**config.mk**
```make
export PLATFORM = sky130hd
export DESIGN_NAME = lfv_isqrt
export DESIGN_NICKNAME = d
export VERILOG_FILES = /design/src/sv/lfv_isqrt.sv
export SDC_FILE = /design/constraint.sdc
export NUM_CORES = 2
export LEC_CHECK = 0
export ABC_CLOCK_PERIOD_IN_PS = 5200
export BUFFER_PORTS_ARGS = -buffer_cell sky130_fd_sc_hd__buf_2
export CAP_MARGIN = 0
export CORE_MARGIN = 1
export CORE_UTILIZATION = 59
export CTS_BUF_LIST = sky130_fd_sc_hd__clkbuf_8
export CTS_CLUSTER_DIAMETER = 50
export CTS_CLUSTER_SIZE = 16
export DETAILED_ROUTE_END_ITERATION = 8
export GPL_ROUTABILITY_DRIVEN = 1
export GPL_TIMING_DRIVEN = 0
export PLACE_DENSITY_LB_ADDON = 0.12
export SLEW_MARGIN = 20
export SYNTH_ARGS = -nofsm -noshare
export SYNTH_HDL_FRONTEND = slang
export SYNTH_MEMORY_MAX_BITS = 65536
export SYNTH_SLANG_ARGS = --single-unit
```
**constraint.sdc**
```tcl
create_clock -name clk_i -period 5.2 [get_ports clk_i]
set_clock_uncertainty 0.05 [all_clocks]
set_input_delay 0.52 -clock clk_i [delete_from_list [all_inputs] [get_ports clk_i]]
set_output_delay 0.52 -clock clk_i [all_outputs]
set_load 0.01 [all_outputs]
```
**src/sv/lfv_isqrt.sv**
```systemverilog
module lfv_isqrt #(
  parameter int unsigned IW = 66
) (
  input  logic            clk_i,
  input  logic            en_i,
  input  logic [IW-1:0]   din_i,
  output logic [IW/2-1:0] dout_o
);

  localparam int unsigned RW = IW / 2;

  logic [IW-1:0] x_q   [RW];
  logic [IW-1:0] x_d   [RW];
  logic [RW+1:0] rem_q [RW];
  logic [RW+1:0] rem_d [RW];
  logic [RW-1:0] r_q   [RW];
  logic [RW-1:0] r_d   [RW];

  // one result bit per stage
  always_comb begin
    logic [IW-1:0] xs;
    logic [RW+1:0] ri;
    logic [RW-1:0] qi;
    logic [RW+2:0] rs;
    logic [RW+2:0] t;
    for (int k = 0; k < int'(RW); k++) begin
      if (k == 0) begin
        xs = din_i;
        ri = '0;
        qi = '0;
      end else begin
        xs = x_q[k-1];
        ri = rem_q[k-1];
        qi = r_q[k-1];
      end
      rs = {ri[RW:0], xs[IW-1 -: 2]};
      t  = {1'b0, qi, 2'b01};
      if (rs >= t) begin
        rem_d[k] = (RW+2)'(rs - t);
        r_d[k]   = {qi[RW-2:0], 1'b1};
      end else begin
        rem_d[k] = rs[RW+1:0];
        r_d[k]   = {qi[RW-2:0], 1'b0};
      end
      x_d[k] = {xs[IW-3:0], 2'b00};
    end
  end

  always_ff @(posedge clk_i) begin
    if (en_i) begin
      for (int k = 0; k < int'(RW); k++) begin
        x_q[k]   <= x_d[k];
        rem_q[k] <= rem_d[k];
        r_q[k]   <= r_d[k];
      end
    end
  end

  assign dout_o = r_q[RW-1];

endmodule

```
==> summary.md <==
## Clocking
• **clock tree from TritonCTS** built
• **Num CTS Buffers** 275
• **clock tree sinks** 2654
• **clock transition at the registers of the reported paths** 0.09 ns
• **worst skew pair latency** 1.04 ns
• **postcts setup bufs** 0
• **Clock H-tree levels** 5
• **clk buf depth** 4
• **clock root cell** sky130_fd_sc_hd__clkbuf_8

## Die
• **die outline width** 458 um
• **area of the die** 210000 um2
• **Core Region** 207000 um2
• **number of placement rows** 167
• **starting density of the core** 59.4%
• **number of primary I/O pins** 101
• **die height** 458 um

## Route
• **iteration count of the initial detailed-routing pass** 6
• **number of DRC violations after detailed-routing iteration 0** 5649
• **post-detailed-routing wire length** 251000 um
• **drt drc** 0
• **average wire length per cell after detail routing** 19.5 um
• **mean number of vias per cell** 5.71
• **count of vias placed by the detailed router** 73489
• **number of routed nets with antenna violations** 0

## Worst setup path
• **FF-to-FF path depth** 14
• **top fanout value on the critical path** 10
• **start-to-end type of the worst setup path** flop to flop
• **critical path's most frequent cell** sky130_fd_sc_hd__nor2_1
• **CP Data Arrival Time** 5.62 ns
• **largest delay contributor family on the critical path** compound AO/OA/AOI/OAI gates
• **total buffers and inverters traversed by the critical path** 3
• **slowest CP cell** sky130_fd_sc_hd__nor2_1
• **Crit path depth** 14
• **element type at the critical path start** flop
• **required time at the worst-slack endpoint** 5.88 ns
• **endpoint type of the worst setup path** flop
• **worst path cell trace** inv_1 > ha_1 > nor2b_1 > o21ai_0 > nand2b_1 > a221oi_1 > o221ai_1 > a211oi_1 > nor2_1 > nor2_1 > inv_1 > clkbuf_1 > nor2_1 > a21oi_1
• **largest stage delay on the critical path** 0.74 ns

## Pwr
• **sum of internal, switching and leakage power** 55.4 mW
• **leakage power of the design** 51.1 nW
• **power density over cell area** 414 nW/um2
• **maximum ir drop on the vdd rail** 305 uV

## Final layout
• **ratio of cells with drive above 1 in the final layout** 6.97%
• **Area growth, synth to finish** 8.75%
• **final-stage net count** 10600
• **Finished Cell Area** 134000 um2

## Synth
• **area share of fa/ha/maj cells after synthesis** 6.07%
• **post-synth top area share** 64.8%
• **top cells by area, synth** sky130_fd_sc_hd__edfxtp_1, sky130_fd_sc_hd__ha_1, sky130_fd_sc_hd__xnor2_1
• **netlist area before placement** 123000 um2
• **share of synthesized cell area in and, or, nand and nor gates** 9.68%
• **share of the synthesized area in compound gates (AO/OA/AOI/OAI)** 9.59%
• **async set-or-reset flop fraction in the synthesized netlist** 0%
• **Syn Inst Count** 9472
• **unique cell type count in the Yosys netlist** 88
• **most numerous cell in the Yosys netlist** sky130_fd_sc_hd__edfxtp_1
• **number of flip-flops and latches in the synthesized netlist** 2654
• **xor and xnor area share after synthesis** 6.12%
• **cell type contributing the most total cell area after synthesis** sky130_fd_sc_hd__edfxtp_1
• **number of enable flip-flop cells after synthesis** 2654
• **Synth Net Count** 10136
• **Synth Area per Inst** 13.0 um2
• **sequential-to-total area share from yosys stat** 64.8%
• **list of most frequent post-synthesis cells** sky130_fd_sc_hd__edfxtp_1, sky130_fd_sc_hd__inv_1, sky130_fd_sc_hd__nand2_1
• **most used flip-flop cell after synthesis** sky130_fd_sc_hd__edfxtp_1
• **warning count from the yosys run** 0
• **dominant combinational cell family by area after synthesis** simple AND/OR/NAND/NOR gates
• **portion of netlist area occupied by mux cells** 0.710%

## Placed design
• **area post-placement** 127000 um2
• **GP Congestion** 0.909
• **detailed-placement wirelength estimate** 183000 um
• **count of port buffers added during placement** 100
• **Placement Setup Slack** 0.152 ns

## STA
• **final setup violation count** 0
• **worst setup slack after layout** 0.255 ns
• **ratio of final minimum period to clock period** 95.1%
• **Hold Violations, Final** 0
• **slew margin rel.** 21.2%
• **Least-Margin Pin Slew** 1.17 ns
• **Max Freq** 202 MHz
• **unrepaired setup endpoints after global routing** no
• **final slew viol count** 0
• **clock period minus final worst setup slack** 4.94 ns
• **Total Negative Setup Slacks** 0 ns

## GRT
• **maximum number of pins on one net before global-route repair** 157
• **overall routing resource usage** 23.7%
• **antenna violations before repair** 2
• **grt total ovfl** 0
• **via count of the first global-routing pass** 71089
• **global-route wire length before repair** 392000 um

## Run
• **Max Cap Viol** 0

## Min path
• **cell count of the worst hold path** 2
• **Hold Crit Class** input pin to flop

## Run status
• **status** completed

==> metrics by stage <==
| stage | utilization [%] | std cells | hold slack (ns) |
|---|---|---|---|
| 2_1_floorplan | - | 9472 | 0.350 |
| 3_3_place_gp | 61.3 | 12360 | 0.350 |
| 3_5_place_dp | 61.6 | 12379 | 0.355 |
| 4_1_cts | 64.5 | 12877 | 0.0127 |
| 5_1_grt | 64.6 | 12880 | 0.0531 |
| 6_report | 64.6 | 12880 | 0.128 |
==> repair_timing <==
| item | CTS | global route |
|---|---|---|
| gates resized for setup | 0 | 3 |
| setup endpoints to repair | 0 | 22 |
| hold buffers | 68 | 0 |
| endpoints found under the hold margin | 136 | 0 |
==> flip-flops by register name, indices dropped and copies added, names as in the netlist <==
register,count
rem_q,1037
x_q,1056
r_q,561
==> routing by layer <==
metal,routed length [um],GRT usage [%],vias to the layer above,share of wire (%)
met5,0,0,-,0
met4,7520,7.63,0,3.0
met3,9940,2.85,418,4.0
met2,123000,40.0,1556,49
met1,111000,32.0,35762,44
li1,-,-,35753,-
==> final cells by class <==
cell class              count  area [um2]
fillers                 15395       73400
diodes                      3        7.51
clock inverters           147        1620
clock buffers             283        3890
plain buffers             183         732
repair buffers            187        1720
multi-input cells        5848       39600
well taps                2788        3490
inverters                 787        2950
flip-flops and latches   2654       79700
==> worst paths after layout <==
check	to	slack [ns]	start
worst max-delay path	rem_q[0][793]$_DFFE_PP_	0.26	r_q[0][693]$_DFFE_PP_
worst min-delay path	x_q[0][61]$_DFFE_PP_	0.13	din_i[61]
worst max register to register	rem_q[0][793]$_DFFE_PP_	0.26	r_q[0][693]$_DFFE_PP_
worst min register to register	x_q[0][1853]$_DFFE_PP_	0.33	x_q[0][1787]$_DFFE_PP_
==> cell usage in the layout (no fill, tap or decap), types with 117 or more instances in the layout <==
cell type                  Yosys  routed
sky130_fd_sc_hd__a21o_1      273     273
sky130_fd_sc_hd__a21oi_1     618     617
sky130_fd_sc_hd__clkbuf_1    153     152
sky130_fd_sc_hd__clkbuf_8      0     283
sky130_fd_sc_hd__edfxtp_1   2654    2654
sky130_fd_sc_hd__ha_1        596     596
sky130_fd_sc_hd__inv_1       785     797
sky130_fd_sc_hd__nand2_1     643     643
sky130_fd_sc_hd__nand2b_1    122     122
sky130_fd_sc_hd__nand3_1     154     154
sky130_fd_sc_hd__nor2_1      554     554
sky130_fd_sc_hd__nor3_1      237     237
sky130_fd_sc_hd__o21a_1      117     117
sky130_fd_sc_hd__o21ai_0     477     477
sky130_fd_sc_hd__xnor2_1     456     456
sky130_fd_sc_hd__xor2_1      403     403
==> worst register-to-register path, delay by kind of cell (launching register included) <==
family,cells,cell delay [ns]
AOI/OAI and AO/OA,5,1.69
and+or+nand+nor,5,1.31
buffers and inverters,3,0.88
DFF,1,0.40
adders and majority gates,1,0.34
==> cells by family (layout without fill, tap and decap cells) <==
logic type               Yosys count  in the layout
multiplexers                      79             79
adder cells (fa/ha/maj)          596            596
buffers and inverters            970           1587
AO/OA/AOI/OAI                   1904           1904
XOR/XNOR                         859            859
other                              1              4
flip-flops                      2654           2654
AND/OR/NAND/NOR                 2409           2409
==> power breakdown <==
group	internal, mW	leakage, nW	total (mW)	switching, mW
Clock	6.22	2.81	13.7	7.45
Sequential	27.1	25.5	28.8	1.76
Combinational	5.29	22.7	12.9	7.58
Total	38.6	51.1	55.4	16.8
Power figures use the tool's default switching activity.
